[config.mk]
export PLATFORM = sky130hd
export DESIGN_NAME = kot_ctrl
export DESIGN_NICKNAME = d
export VERILOG_FILES = /design/src/hw/rtl/kot_pkg.sv /design/src/hw/rtl/kot_ctrl.sv
export SDC_FILE = /design/constraint.sdc
export NUM_CORES = 1
export LEC_CHECK = 0
export BUFFER_PORTS_ARGS = -buffer_cell sky130_fd_sc_hd__buf_2
export CELL_PAD_IN_SITES_DETAIL_PLACEMENT = 1
export CELL_PAD_IN_SITES_GLOBAL_PLACEMENT = 1
export CORE_ASPECT_RATIO = 0.6
export CORE_MARGIN = 10
export CORE_UTILIZATION = 25
export DETAILED_ROUTE_END_ITERATION = 10
export HOLD_SLACK_MARGIN = 0.1
export PLACE_DENSITY_LB_ADDON = 0.1
export REMOVE_ABC_BUFFERS = 1
export SLEW_MARGIN = 30
export SYNTH_ARGS = -nofsm -noshare
export SYNTH_HDL_FRONTEND = slang
export SYNTH_SLANG_ARGS = --single-unit
[constraint.sdc]
create_clock -name clk -period 2.1 [get_ports clk]
set_clock_uncertainty 0.15 [all_clocks]
set_input_delay 0.315 -clock clk [delete_from_list [all_inputs] [get_ports clk]]
set_output_delay 0.315 -clock clk [all_outputs]
set_load 0.02 [all_outputs]
[src/hw/rtl/kot_pkg.sv]
`default_nettype none
package kot_pkg;
	localparam int unsigned CfgIdxW = 1;
	localparam int unsigned CfgDataW = 15;
	localparam logic [CfgIdxW-1:0] RegMapWidth = 1'd0;
	localparam logic [CfgIdxW-1:0] RegMapHeight = 1'd1;

	localparam logic [1:0] ActUpsert = 2'd0;
	localparam logic [1:0] ActTick = 2'd1;
	localparam logic [1:0] ActClear = 2'd2;
	localparam logic [1:0] ActList = 2'd3;

	localparam logic [3:0] StUpdated = 4'd0;
	localparam logic [3:0] StRetired = 4'd1;
	localparam logic [3:0] StInserted = 4'd2;
	localparam logic [3:0] StIgnored = 4'd3;
	localparam logic [3:0] StFull = 4'd4;
	localparam logic [3:0] StTicked = 4'd5;
	localparam logic [3:0] StCleared = 4'd6;
	localparam logic [3:0] StListEntry = 4'd7;
	localparam logic [3:0] StListEmpty = 4'd8;

	typedef struct packed {
		logic [1:0] action;
		logic [31:0] object_key;
		logic [15:0] owner;
		logic signed [23:0] pos_x;
		logic signed [23:0] pos_y;
		logic signed [15:0] dir_x;
		logic signed [15:0] dir_y;
		logic [15:0] speed;
		logic keep_active;
		logic [15:0] tick_time;
	} in_word_t;

	typedef struct packed {
		logic [3:0] status;
		logic [6:0] valid_count;
		logic [31:0] out_key;
		logic [15:0] out_owner;
		logic signed [23:0] out_x;
		logic signed [23:0] out_y;
		logic signed [15:0] out_dir_x;
		logic signed [15:0] out_dir_y;
		logic [15:0] out_speed;
		logic last;
	} out_word_t;

	// one stored table entry
	typedef struct packed {
		logic [31:0] key;
		logic [15:0] owner;
		logic signed [23:0] x;
		logic signed [23:0] y;
		logic signed [15:0] dir_x;
		logic signed [15:0] dir_y;
		logic [15:0] speed;
	} entry_t;

	// controller -> datapath
	typedef struct packed {
		logic rd_en;       // read entry at scan index
		logic wr_new;      // write input fields at target slot
		logic set_valid;   // valid of target slot := keep
		logic mul_start;   // start the advance arithmetic on the read entry
		logic tick_wr;     // write advanced position, retire check
		logic clear_all;
		logic out_load;    // copy read entry into the list output register
	} cmd_t;

	// datapath -> controller
	typedef struct packed {
		logic cur_valid;   // valid bit at scan index
		logic key_hit;     // registered read key equals input key
		logic adv_done;
	} stat_t;
endpackage
`default_nettype wire

[src/hw/rtl/kot_ctrl.sv]
`default_nettype none
module kot_ctrl #(
	parameter int unsigned Depth = 64,
	parameter int unsigned IdxW = 6
) (
	input  wire logic clk,
	input  wire logic arst_n,
	input  wire logic in_valid,
	output logic in_ready,
	input  wire logic [1:0] action,
	input  wire logic keep,
	input  wire logic [6:0] valid_count,
	output logic out_valid,
	input  wire logic out_ready,
	output logic [3:0] out_status,
	output logic out_last,
	output logic out_list,
	output kot_pkg::cmd_t cmd,
	input  wire kot_pkg::stat_t stat,
	output logic [IdxW-1:0] scan_idx,
	output logic [IdxW-1:0] tgt_idx
);
	import kot_pkg::*;

	typedef enum logic [3:0] {
		IDLE, UP_SCAN, UP_CMP, UP_WR, TK_SCAN, TK_RD, TK_MUL, TK_WAIT, TK_WR,
		LS_SCAN, LS_RD, LS_OUT, SETTLE, EMIT
	} state_t;

	state_t state_q;
	logic free_q, keep_q;
	logic [IdxW-1:0] free_idx_q;
	logic [3:0] status_q;
	logic [6:0] sent_q;
	logic at_end;
	logic list_launch;
	localparam logic [IdxW-1:0] LastIdx = IdxW'(Depth - 1);

	assign at_end = (scan_idx == LastIdx);
	assign in_ready = (state_q == IDLE);
	assign out_status = status_q;
	// launch a list word once the output register is free
	assign list_launch = (state_q == LS_OUT) && (!out_valid || out_ready);

	always_comb begin
		cmd = '0;
		unique case (state_q)
			UP_SCAN: cmd.rd_en = stat.cur_valid;
			UP_WR: begin
				cmd.wr_new = 1'b1;
				cmd.set_valid = 1'b1;
			end
			TK_SCAN: cmd.rd_en = stat.cur_valid;
			TK_RD: cmd.mul_start = 1'b1;
			TK_WR: cmd.tick_wr = 1'b1;
			LS_SCAN: cmd.rd_en = stat.cur_valid;
			default: ;
		endcase
		cmd.out_load = list_launch;
		if (state_q == IDLE && in_valid && action == ActClear) cmd.clear_all = 1'b1;
	end

	always_ff @(posedge clk or negedge arst_n) begin
		if (!arst_n) begin
			state_q <= IDLE;
			scan_idx <= '0;
			tgt_idx <= '0;
			free_idx_q <= '0;
			free_q <= 1'b0;
			keep_q <= 1'b0;
			status_q <= StUpdated;
			sent_q <= '0;
			out_valid <= 1'b0;
			out_last <= 1'b0;
			out_list <= 1'b0;
		end else begin
			unique case (state_q)
				IDLE: if (in_valid) begin
					keep_q <= keep;
					scan_idx <= '0;
					free_q <= 1'b0;
					sent_q <= '0;
					unique case (action)
						ActUpsert: state_q <= UP_SCAN;
						ActTick: state_q <= TK_SCAN;
						ActClear: begin
							status_q <= StCleared;
							state_q <= SETTLE;
						end
						default: begin
							if (valid_count == 7'd0) begin
								status_q <= StListEmpty;
								state_q <= SETTLE;
							end else begin
								state_q <= LS_SCAN;
							end
						end
					endcase
				end
				UP_SCAN: begin
					if (stat.cur_valid) begin
						state_q <= UP_CMP;
					end else begin
						if (!free_q) begin
							free_q <= 1'b1;
							free_idx_q <= scan_idx;
						end
						if (at_end) begin
							if (keep_q && (free_q || 1'b1)) begin
								tgt_idx <= free_q ? free_idx_q : scan_idx;
								status_q <= StInserted;
								state_q <= UP_WR;
							end else begin
								status_q <= StIgnored;
								state_q <= SETTLE;
							end
						end else begin
							scan_idx <= scan_idx + 1'b1;
						end
					end
				end
				UP_CMP: begin
					if (stat.key_hit) begin
						tgt_idx <= scan_idx;
						status_q <= keep_q ? StUpdated : StRetired;
						state_q <= UP_WR;
					end else if (at_end) begin
						if (keep_q && free_q) begin
							tgt_idx <= free_idx_q;
							status_q <= StInserted;
							state_q <= UP_WR;
						end else begin
							status_q <= keep_q ? StFull : StIgnored;
							state_q <= SETTLE;
						end
					end else begin
						scan_idx <= scan_idx + 1'b1;
						state_q <= UP_SCAN;
					end
				end
				UP_WR: state_q <= SETTLE;
				TK_SCAN: begin
					if (stat.cur_valid) state_q <= TK_RD;
					else if (at_end) begin
						status_q <= StTicked;
						state_q <= SETTLE;
					end else scan_idx <= scan_idx + 1'b1;
				end
				TK_RD: state_q <= TK_MUL;
				TK_MUL: state_q <= TK_WAIT;
				TK_WAIT: if (stat.adv_done) state_q <= TK_WR;
				TK_WR: begin
					if (at_end) begin
						status_q <= StTicked;
						state_q <= SETTLE;
					end else begin
						scan_idx <= scan_idx + 1'b1;
						state_q <= TK_SCAN;
					end
				end
				LS_SCAN: begin
					// the valid count says more entries remain, so the scan finds one
					if (stat.cur_valid) state_q <= LS_RD;
					else scan_idx <= scan_idx + 1'b1;
				end
				LS_RD: begin
					// read data lands in the datapath this cycle
					state_q <= LS_OUT;
				end
				LS_OUT: if (list_launch) begin
					out_valid <= 1'b1;
					out_list <= 1'b1;
					status_q <= StListEntry;
					out_last <= ((sent_q + 7'd1) == valid_count);
					sent_q <= sent_q + 7'd1;
					if ((sent_q + 7'd1) == valid_count) begin
						state_q <= EMIT;
					end else begin
						scan_idx <= scan_idx + 1'b1;
						state_q <= LS_SCAN;
					end
				end
				SETTLE: begin
					out_valid <= 1'b1;
					out_last <= 1'b1;
					out_list <= 1'b0;
					state_q <= EMIT;
				end
				EMIT: if (out_valid && out_ready) begin
					out_valid <= 1'b0;
					state_q <= IDLE;
				end
				default: state_q <= IDLE;
			endcase
			if (out_valid && out_ready && state_q != EMIT && !(state_q == LS_OUT))
				out_valid <= 1'b0;
		end
	end
endmodule
`default_nettype wire

==> results.md, run 1 <==
* Status: complete, but fails checks
* Failing checks: setup timing
* NetSw at 2.564 mW
* Clock power frac at 0.167
* Layout area overhead at 54.99%
* Synth area leaders: dfrtp_1, mux2_2, o21ai_0, nand2_1, a21oi_1
* I/O Buffers at 43
* Layout Nets at 445
* Worst r2r dst: out_status[1]$_DFFE_PN0P_
* Pre-CTS setup slack at -305.9 ps
* Cell-internal power at 3.654 mW
* Largest net degree at the start of global routing at 21
* Logic pwr share at 0.645
* DP Wirelength at 7857 um
* Worst Setup SP: state_q[2]$_DFFE_PN0P_
* Worst Path Arrival at 2320 ps
* Vias per inst at 4.890
* Async S/R FF share, synth at 1.000
* Worst reg-to-reg path cell count at 8
* Worst Max-Slew Pin Slew at 501.3 ps
* Vias at 2748
* Hold Path Class: register to register
* Total power at 6.218 mW
* Count of final setup violators at 23
* IO Count at 44
* RSZ-0062 raised after global routing: true
* Worst reg2reg path startpoint: state_q[2]$_DFFE_PN0P_
* Drt wl/cell at 18.34 um
* Maximum fanout along the worst path at 6
* Global placer's final weighted congestion at 0.7663
* Avg Inst Size Synth at 9.178 um2
* # diodes at 0
* Post-synthesis register bit count at 38
* Worst-skew pair later-pin latency at 300 ps
* Most frequent cell after synthesis: dfrtp_1
* Area leader, netlist: dfrtp_1
* PwrDens at 1482 nW/um2
* Fin util at 0.3974
* Initial DRC Count at 150
* Final Max Slew Viols at 0
* FP Rows at 29
* Core area at 10560 um2
* Synth unique cells at 67
* Die ar. at 15530 um2
* EDFF count, synth at 0
* DR DRC count at 0
* GR Overflow Total at 0
* Worst setup EP type: register
* Worst R2R Setup Slack at -190 ps
* Post-synth top area share at 0.3512
* Max-cap violation count at 0
* Die Y at 100.6 um
* Initial antenna violation count at 0
* All-Layer GR Usage at 0.1334
* Drt pass-1 iters at 4
* Sequential share of power at 0.188
* Gate count of the mapped netlist at 295
* Initial Util at 0.2564
* Fmax at 0.4362 GHz
* Worst-path clk slew at 70 ps
* YS warnings at 0
* Deepest clock path buffer count at 2
* Register area share after synthesis at 0.3512
* Top cells by count, synth: dfrtp_1, nand2_1, mux2_2, nor2_1, o21ai_0
* Clk root buf: clkbuf_16
* Worst vdd ir at 0.5463 mV
* Worst setup path end: out_status[1]$_DFFE_PN0P_
* Final worst path period share at 1.092
* TritonCTS Buffers at 5
* Fin. Hold Viols at 0
* Synth Cell Area at 2708 um2
* Max_slew headroom at 0.6658
* First-pass GRT wire length at 16700 um
* Routed WL at 10310 um
* Worst EP required at 2130 ps
* CTS tree: done
* Most used DFF post-synth: dfrtp_1
* Critical Path Start Type: register
* Die Wd at 154.4 um
* Final worst slack at -192.3 ps
* Layout cells sized above 1 at 0.5201
* LEAKAGE at 1.963 nW
* Vias in the first global route at 2942
* Min cycle time layout at 2292 ps
* CTS sink cnt at 38
* Sw Ratio at 0.4124
* Setup Crit Path Kind: register to register
* Number of routed nets with antenna violations at 0
* H-tree depth at 2
critical path: stages (launching register included):
cell and delay [ps]:
dfrtp_2 460, buf_4 160, or2b_1 260, buf_6 140, a21oi_1 110, a21oi_1 60, o22a_1 210, o211ai_4 300
mux2_4 330
flip-flops by register name, indices dropped and copies added, names as in the netlist, 4 cells and up:
signal and count:
free_idx_q 6, sent_q 7, scan_idx 6, tgt_idx 6, out_status 4, state_q 4
routing by layer:
metal	track usage	wire (um)	vias to the layer above
met5	0	0	-
met4	0.03181	85	0
met3	0.02856	359	7
met2	0.1871	4209	42
met1	0.1991	5655	1369
li1	-	-	1330
power groups by stage:
stage	Sequential (mW)	Combinational [mW]	Clock (mW)
2_1_floorplan	1.34	1.58	0
3_3_place_gp	1.15	3.30	0
3_5_place_dp	1.16	3.30	0
4_1_cts	1.16	3.81	1.06
5_1_grt	1.20	4.35	1.09
6_report	1.17	4.01	1.04
kinds of logic after synthesis:
group / count (synthesis) / synth area share
and+or+nand+nor: 107 / 0.2181
xor gates and xnor gates: 13 / 0.04205
muxes: 28 / 0.1155
adders and majority gates: 6 / 0.02773
AOI/OAI and AO/OA: 80 / 0.2001
buffers and inverters: 23 / 0.04528
DFF: 38 / 0.3512
layout by cell type, fill, tap and decap left out, types with 3 or more instances in the layout:
cell type,count
buf_4,81
buf_2,39
dfrtp_1,33
nand2_1,22
nor2_1,20
mux2_2,20
o21ai_0,18
a21oi_1,16
buf_6,13
xnor2_1,8
nand2b_1,7
inv_1,6
mux2_4,6
or3_1,6
nor2_4,5
nand3_1,5
o21ai_1,5
ha_1,5
clkbuf_16,5
dfrtp_2,5
nand2_2,4
a211o_1,4
a32o_1,4
a21oi_2,3
nor3_2,3
a31oi_1,3
nor2b_1,3
xor2_1,3
final cells by class:
class | count | area, um2
timing repair buffer | 136 | 989.7
multi-input combinational | 234 | 1856
tap | 139 | 173.9
clock buffer | 5 | 125.1
fill | 1200 | 6362
inverter | 7 | 26.28
clock inverter | 3 | 68.82
sequential | 38 | 957.2
metrics by stage:
| step | std cells | TNS [ps] | cell area [um2] | hold slack (ps) |
|---|---|---|---|---|
| 6_report | 562 | -2848 | 4197 | 353.7 |
| 4_1_cts | 560 | -2635 | 4095 | 358.4 |
| 2_1_floorplan | 279 | -5641 | 2611 | -130.6 |
| 3_5_place_dp | 541 | -4477 | 3613 | 166.6 |
| 3_3_place_gp | 541 | -4465 | 3613 | 156.5 |
| 5_1_grt | 562 | -5341 | 4197 | 367.0 |
worst min-delay path by stage:
stage               cells after the start                      start                        end  slack (ps)
floorplan                               0                     arst_n  free_idx_q[0]$_DFFE_PN0P_        -130
global placement                        1                     arst_n  out_status[1]$_DFFE_PN0P_         160
detailed placement                      1                     arst_n  out_status[3]$_DFFE_PN0P_         170
CTS                                     1  out_status[0]$_DFFE_PN0P_  out_status[0]$_DFFE_PN0P_         360
global route                            2       out_last$_DFFE_PN0P_       out_last$_DFFE_PN0P_         370
finish                                  2       out_last$_DFFE_PN0P_       out_last$_DFFE_PN0P_         350
what timing repair did:
item                                   CTS  global route
hold buffers                             2             0
pin swaps                               14             1
setup endpoints to repair               32            32
setup buffers                            9             1
resized for setup                       55            25
endpoints found under the hold margin   19             0
gates cloned                             0             1
(Power assumes the default switching activity.)
==> inputs of run 2 (changes only) <==
--- a/config.mk
+++ b/config.mk
@@ -14,7 +14,7 @@
 export DETAILED_ROUTE_END_ITERATION = 10
 export HOLD_SLACK_MARGIN = 0.1
 export PLACE_DENSITY_LB_ADDON = 0.1
-export REMOVE_ABC_BUFFERS = 1
+export SKIP_CTS_REPAIR_TIMING = 1
 export SLEW_MARGIN = 30
 export SYNTH_ARGS = -nofsm -noshare
 export SYNTH_HDL_FRONTEND = slang
==> run 2 against run 1 <==
Net effect:
- the run still ends with setup timing left
- core utilization is 0.92 points higher
- clock power is 12% lower
- count of clock-buffer cells in the layout stayed put
- first-iteration DRC count is 2.7% higher
- fmax is 4.0% lower
- worst hold slack worse by 250 ps
- via count is 2.3% higher
- combinational power is 5% higher
- cell area is 2.3% higher
- global-route usage is 0.44 points lower
- sequential share of layout area is 0.43 points lower
==> results.md, run 2 (synthesized netlist as in run 1, its figures left out) <==
* Setup Crit Path Kind: register to register (unchanged)
* Layout Nets at 447 (was 445)
* Fin. Hold Viols at 0 (unchanged)
* Layout area overhead at 58.60% (was 54.99%)
* Worst Setup SP: state_q[0]$_DFFE_PN0P_ (was state_q[2]$_DFFE_PN0P_)
* Hold wc startpoint: keep (was out_last$_DFFE_PN0P_)
* Worst-skew pair later-pin latency at 290 ps (was 300 ps)
* Worst vdd ir at 0.6812 mV (was 0.5463 mV)
* Drt wl/cell at 18.86 um (was 18.34 um)
* Filler cells at 1218 (was 1200)
* Routed WL at 10640 um (was 10310 um)
* Worst setup EP type: register (unchanged)
* FP Rows at 29 (unchanged)
* Cell-internal power at 3.605 mW (was 3.654 mW)
* CTS sink cnt at 38 (unchanged)
* First-pass GRT wire length at 15930 um (was 16700 um)
* Vias per inst at 4.984 (was 4.890)
* Failing checks: setup timing (unchanged)
* DR DRC count at 0 (unchanged)
* Die Y at 100.6 um (unchanged)
* Number of routed nets with antenna violations at 0 (unchanged)
* Deepest clock path buffer count at 2 (unchanged)
* Fin util at 0.4067 (was 0.3974)
* Global placer's final weighted congestion at 0.7738 (was 0.7663)
* Min cycle time layout at 2387 ps (was 2292 ps)
* Clk root buf: clkbuf_16 (unchanged)
* Worst Max-Slew Pin Slew at 559.2 ps (was 501.3 ps)
* PwrDens at 1458 nW/um2 (was 1482 nW/um2)
* Final worst slack at -286.8 ps (was -192.3 ps)
* WP buf/inv at 2 (unchanged)
* CP peak stage delay at 550 ps (was 460 ps)
* Largest Register: sent_q (unchanged)
* WHS at 108.4 ps (was 353.7 ps)
* Initial DRC Count at 154 (was 150)
* Layout cells sized above 1 at 0.5529 (was 0.5201)
* Crit-path leading delay family: simple AND/OR/NAND/NOR gates (was compound AO/OA/AOI/OAI gates)
* Fmax at 0.4190 GHz (was 0.4362 GHz)
* Sw Ratio at 0.4241 (was 0.4124)
* Clock power frac at 0.146 (was 0.167)
* Max_slew headroom at 0.6225 (was 0.6658)
* TritonCTS Buffers at 5 (unchanged)
* LEAKAGE at 1.948 nW (was 1.963 nW)
* CTS tree: done (unchanged)
* I/O Buffers at 43 (unchanged)
* Final Max Slew Viols at 0 (unchanged)
* Core area at 10560 um2 (unchanged)
* Max-cap violation count at 0 (unchanged)
* CP max-delay cell: or4b_4 (was dfrtp_2)
* Critical Path Start Type: register (unchanged)
* Die Wd at 154.4 um (unchanged)
* Commonest non-fill, non-tap cell in the layout: buf_4 (unchanged)
* RSZ-0062 raised after global routing: true (unchanged)
* Worst reg2reg path startpoint: state_q[0]$_DFFE_PN0P_ (was state_q[2]$_DFFE_PN0P_)
* All-Layer GR Usage at 0.1290 (was 0.1334)
* Synthesized Nets at 318
* Final worst path period share at 1.137 (was 1.092)
* Die ar. at 15530 um2 (unchanged)
* Worst EP required at 2120 ps (was 2130 ps)
* Worst Path Arrival at 2410 ps (was 2320 ps)
* Commonest non-fill, non-tap cells in the layout: buf_4, buf_2, dfrtp_1 (unchanged)
* Drt pass-1 iters at 4 (unchanged)
* Worst-path clk slew at 70 ps (about the same)
* Vias at 2811 (was 2748)
* Cell Chain, Critical Path: buf_6 -> or4b_4 -> buf_6 -> o22a_1 -> o211ai_4 -> mux2_4 (was buf_4 -> or2b_1 -> buf_6 -> a21oi_1 -> a21oi_1 -> o22a_1 -> o211ai_4 -> mux2_4)
* Maximum fanout along the worst path at 6 (unchanged)
* NetSw at 2.655 mW (was 2.564 mW)
* H-tree depth at 2 (unchanged)
* GR Overflow Total at 0 (unchanged)
* Status: complete, but fails checks (unchanged)
* Count of final setup violators at 21 (was 23)
* IO Count at 44 (unchanged)
* Max reg flops at 7 (unchanged)
* Hold Path Class: input pin to register (was register to register)
* Logic pwr share at 0.671 (was 0.645)
* Vias in the first global route at 2824 (was 2942)
* Initial antenna violation count at 0 (unchanged)
* DP Wirelength at 8111 um (was 7857 um)
* Largest net degree at the start of global routing at 20 (was 21)
* CP dominant cell by count: buf_6 (was a21oi_1)
* Sequential share of power at 0.183 (was 0.188)
* Initial Util at 0.2564 (unchanged)
* # diodes at 0 (unchanged)
==> run 2: changes by cell type in the layout (fill, tap and decap cells not counted), sizes merged <==
cell,previous run,this run
buf,134,137
clkinv,1,0
bufinv,2,1
dlygate4sd3,2,1
clkinvlp,0,2
==> run 2: cell type report <==
type                            count  area [um2]  share of cell area
Multi-Input combinational cell    234        1926              0.4484
Timing Repair Buffer              138        1035              0.2410
Sequential cell                    38       960.9              0.2238
Tap cell                          139       173.9             0.04050
Clock buffer                        5       125.1             0.02914
Clock inverter                      3       45.04             0.01049
Inverter                            7       28.78            0.006702
==> run 2: worst reg2reg max path: stages, from the launching register on <==
cell,delay [ps]
dfrtp_2,420
buf_6,130
or4b_4,550
buf_6,140
o22a_1,240
o211ai_4,300
mux2_4,340
==> run 2: path summary, 6_finish.rpt <==
| check | end | cells past startpoint | slack (ps) |
|---|---|---|---|
| max in group asynchronous | state_q[2]$_DFFE_PN0P_ | 3 | 880 |
| min | keep_q$_DFFE_PN0P_ | 2 | 110 |
| min in group asynchronous | out_status[3]$_DFFE_PN0P_ | 2 | 360 |
| min reg2reg | free_idx_q[3]$_DFFE_PN0P_ | 1 | 350 |
| max reg2reg | out_status[1]$_DFFE_PN0P_ | 6 | -290 |
| max | out_status[1]$_DFFE_PN0P_ | 6 | -290 |
==> run 2: layer usage <==
layer,routed length (um),vias to the layer above,track usage
li1,-,1338,-
met3,449,4,0.03240
met4,46,0,0.01952
met1,5729,1430,0.1974
met2,4410,39,0.1756
met5,0,-,0
==> run 2: metrics by stage <==
step	instance area [um2]	TNS, ps	setup WS (ps)	cells	total power [mW]
finish	4294	-3416	-286.8	564	6.260
global route	4294	-5424	-343.3	564	6.693
CTS	3857	-7979	-431.8	553	5.523
detailed placement	3687	-5704	-284.8	545	4.587
global placement	3687	-5394	-312.3	545	4.566
floorplan	2751	-301.8	-64.34	295	3.117
==> run 2: power groups by stage <==
stage | Clock [mW] | Sequential (mW) | Combinational, mW
2_1_floorplan | 0 | 1.22 | 1.90
3_3_place_gp | 0 | 1.15 | 3.42
3_5_place_dp | 0 | 1.15 | 3.44
4_1_cts | 0.929 | 1.14 | 3.46
5_1_grt | 0.971 | 1.18 | 4.55
6_report | 0.911 | 1.15 | 4.20
==> inputs of run 3 (changes only) <==
--- a/config.mk
+++ b/config.mk
@@ -10,7 +10,7 @@
 export CELL_PAD_IN_SITES_GLOBAL_PLACEMENT = 1
 export CORE_ASPECT_RATIO = 0.6
 export CORE_MARGIN = 10
-export CORE_UTILIZATION = 25
+export CORE_UTILIZATION = 30
 export DETAILED_ROUTE_END_ITERATION = 10
 export HOLD_SLACK_MARGIN = 0.1
 export PLACE_DENSITY_LB_ADDON = 0.1
==> constraint.sdc (replaced) <==
create_clock -name clk -period 2.3 [get_ports clk]
set_clock_uncertainty 0.15 [all_clocks]
set_input_delay 0.345 -clock clk [delete_from_list [all_inputs] [get_ports clk]]
set_output_delay 0.345 -clock clk [all_outputs]
set_load 0.02 [all_outputs]
==> run 3 against run 2 <==
Net effect:
- the flow still finishes with violations (setup timing)
- via count decreased by 2.5%
- combinational power decreased by 16%
- worst hold slack improved by 31 ps
- register-to-register slack improved by 290 ps
- wire length decreased by 2.3%
- clock power decreased by 9.4%
- non-clock buffer count decreased by 19
- global-route usage increased by 2.3 points
- cell area decreased by 8.3%
- die area decreased by 14%
- flip-flop and latch count unchanged
- critical path depth increased by 1
- largest power group unchanged
==> results.md, run 3 (synthesized netlist as in run 1, its figures left out) <==
* Clk root buf: clkbuf_16 (unchanged)
* Vias at 2742 (was 2811)
* DP Wirelength at 7904 um (was 8111 um)
* I/O Buffers at 43 (unchanged)
* Die Y at 93.59 um (was 100.6 um)
* Worst r2r dst: state_q[2]$_DFFE_PN0P_ (was out_status[1]$_DFFE_PN0P_)
* Worst EP required at 1800 ps (was 2120 ps)
* Initial DRC Count at 186 (was 154)
* Vias in the first global route at 2817 (was 2824)
* Maximum fanout along the worst path at 5 (was 6)
* Largest net degree at the start of global routing at 39 (was 20)
* Fmax at 0.4335 GHz
* Count of final setup violators at 2 (was 21)
* Worst-skew pair later-pin latency at 290 ps (about the same)
* Vias per inst at 5.293 (was 4.984)
* Number of routed nets with antenna violations at 0 (unchanged)
* TritonCTS Buffers at 5 (unchanged)
* Die Wd at 142.6 um (was 154.4 um)
* Max reg flops at 7 (unchanged)
* Final Max Slew Viols at 0 (unchanged)
* Max-cap violation count at 0 (unchanged)
* Worst setup path end: cmd[1] (was out_status[1]$_DFFE_PN0P_)
* GR Overflow Total at 0 (unchanged)
* Cell Count, Final, Fillers Out at 518 (was 564)
* Max_slew headroom at 0.7343 (was 0.6225)
* Filler cells at 1014 (was 1218)
* Worst setup EP type: output port (was register)
* Layout area overhead at 45.43% (was 58.60%)
* CTS tree: done (unchanged)
* Setup Crit Path Kind: register to output port (was register to register)
* IO Count at 44 (unchanged)
* Failing checks: setup timing (unchanged)
* FP Rows at 26 (was 29)
* Status: complete, but fails checks (unchanged)
* Min cycle time layout at 2307 ps
* Worst reg2reg path startpoint: sent_q[0]$_DFFE_PN0P_ (was state_q[0]$_DFFE_PN0P_)
* Post-route design area at 3938 um2 (was 4294 um2)
* Drt pass-1 iters at 4 (unchanged)
* Critical Path Start Type: register (unchanged)
* Worst Max-Slew Pin Slew at 398.6 ps (was 559.2 ps)
* Commonest non-fill, non-tap cell in the layout: buf_4 (unchanged)
* Hold Path Class: input pin to register (unchanged)
* All-Layer GR Usage at 0.1518 (was 0.1290)
* Worst vdd ir at 0.6481 mV (was 0.6812 mV)
* Die ar. at 13350 um2 (was 15530 um2)
* Placed cells at 502 (was 545)
* Worst-path clk slew at 60 ps (was 70 ps)
* Global placer's final weighted congestion at 0.8218 (was 0.7738)
* Worst Path Arrival at 1810 ps (was 2410 ps)
* Worst Setup SP: state_q[2]$_DFFE_PN0P_ (was state_q[0]$_DFFE_PN0P_)
* RSZ-0062 raised after global routing: true (unchanged)
* Layout cells sized above 1 at 0.4901 (was 0.5529)
* Placed Instance Area at 3492 um2 (was 3687 um2)
* Final worst path period share at 1.003
* FF+latch area at 957.2 um2 (was 960.9 um2)
* H-tree depth at 2 (unchanged)
* # diodes at 0 (unchanged)
* Initial antenna violation count at 0 (unchanged)
* PwrDens at 1371 nW/um2 (was 1458 nW/um2)
* Commonest non-fill, non-tap cells in the layout: buf_4, buf_2, dfrtp_1 (unchanged)
* Core area at 8653 um2 (was 10560 um2)
* Worst R2R Setup Slack at 0 ps (was -290 ps)
* Footprint of the multi-input gates at 1808 um2 (was 1926 um2)
* Final worst slack at -6.968 ps (was -286.8 ps)
* Layout Nets at 428 (was 447)
* Synthesized Nets at 318 (unchanged)
* DR DRC count at 0 (unchanged)
* CTS sink cnt at 38 (unchanged)
* Largest Register: sent_q (unchanged)
* Deepest clock path buffer count at 2 (unchanged)
* Routed WL at 10390 um (was 10640 um)
* Initial Util at 0.3129 (was 0.2564)
* Drt wl/cell at 20.06 um (was 18.86 um)
* LEAKAGE at 1.841 nW (was 1.948 nW)
* Fin. Hold Viols at 0 (unchanged)
* Worst reg-to-reg path cell count at 8 (was 6)
* First-pass GRT wire length at 15900 um (was 15930 um)
## run 3: changes by cell type in the layout (fill, tap and decap cells not counted), sizes merged
cell / change
buf: -19
## run 3: how the worst min path moves through the flow
stage | from | to | slack [ps] | cells after the start
floorplan | arst_n | free_idx_q[0]$_DFFE_PN0P_ | -100 | 0
global placement | arst_n | out_status[3]$_DFFE_PN0P_ | 190 | 2
detailed placement | arst_n | out_status[3]$_DFFE_PN0P_ | 190 | 2
CTS | arst_n | out_status[3]$_DFFE_PN0P_ | -120 | 2
global route | keep | keep_q$_DFFE_PN0P_ | 140 | 2
finish | keep | keep_q$_DFFE_PN0P_ | 140 | 2
## run 3: per-stage QoR
step / setup WS, ps / power (mW) / util / hold slack (ps) / TNS (ps)
final: -6.968 / 5.399 / 0.4550 / 139.2 / -11.57
after CTS: -146.2 / 4.910 / 0.4232 / -121.2 / -731.3
after floorplan: 3.711 / 2.805 / - / -100.6 / 0
after global routing: -110.2 / 5.766 / 0.4550 / 145.0 / -835.9
after detailed placement: -127.1 / 4.054 / 0.4036 / 190.4 / -455.0
after global placement: -126.3 / 4.010 / 0.4036 / 188.1 / -430.1
## run 3: layer usage
metal,global-route usage,vias up,share of wire
met5,0,-,0
met4,0.02564,0,0.0058
met3,0.03182,7,0.048
met2,0.2078,46,0.42
met1,0.2353,1394,0.53
li1,-,1295,-
## run 3: where the power goes
group	internal (mW)	leakage (nW)	switching, mW
Combinational	1.71	1.27	1.80
Clock	0.512	0.0760	0.313
Sequential	0.859	0.496	0.203
Total	3.08	1.84	2.32
## run 3: worst max-delay path, cell delays in order, from the launching register on
cell and delay [ps]:
dfrtp_2 440, buf_4 170, or2_4 260, buf_6 140, nor2_4 80, buf_6 110, and3_1 180, buf_6 130
## run 3: area by class of cell
class / instances / area share
clock buffers: 5 / 0.03178
clock inverters: 3 / 0.01144
inverters: 7 / 0.006673
multi-input cells: 234 / 0.4592
flip-flops and latches: 38 / 0.2431
well taps: 112 / 0.03559
repair buffers: 119 / 0.2123
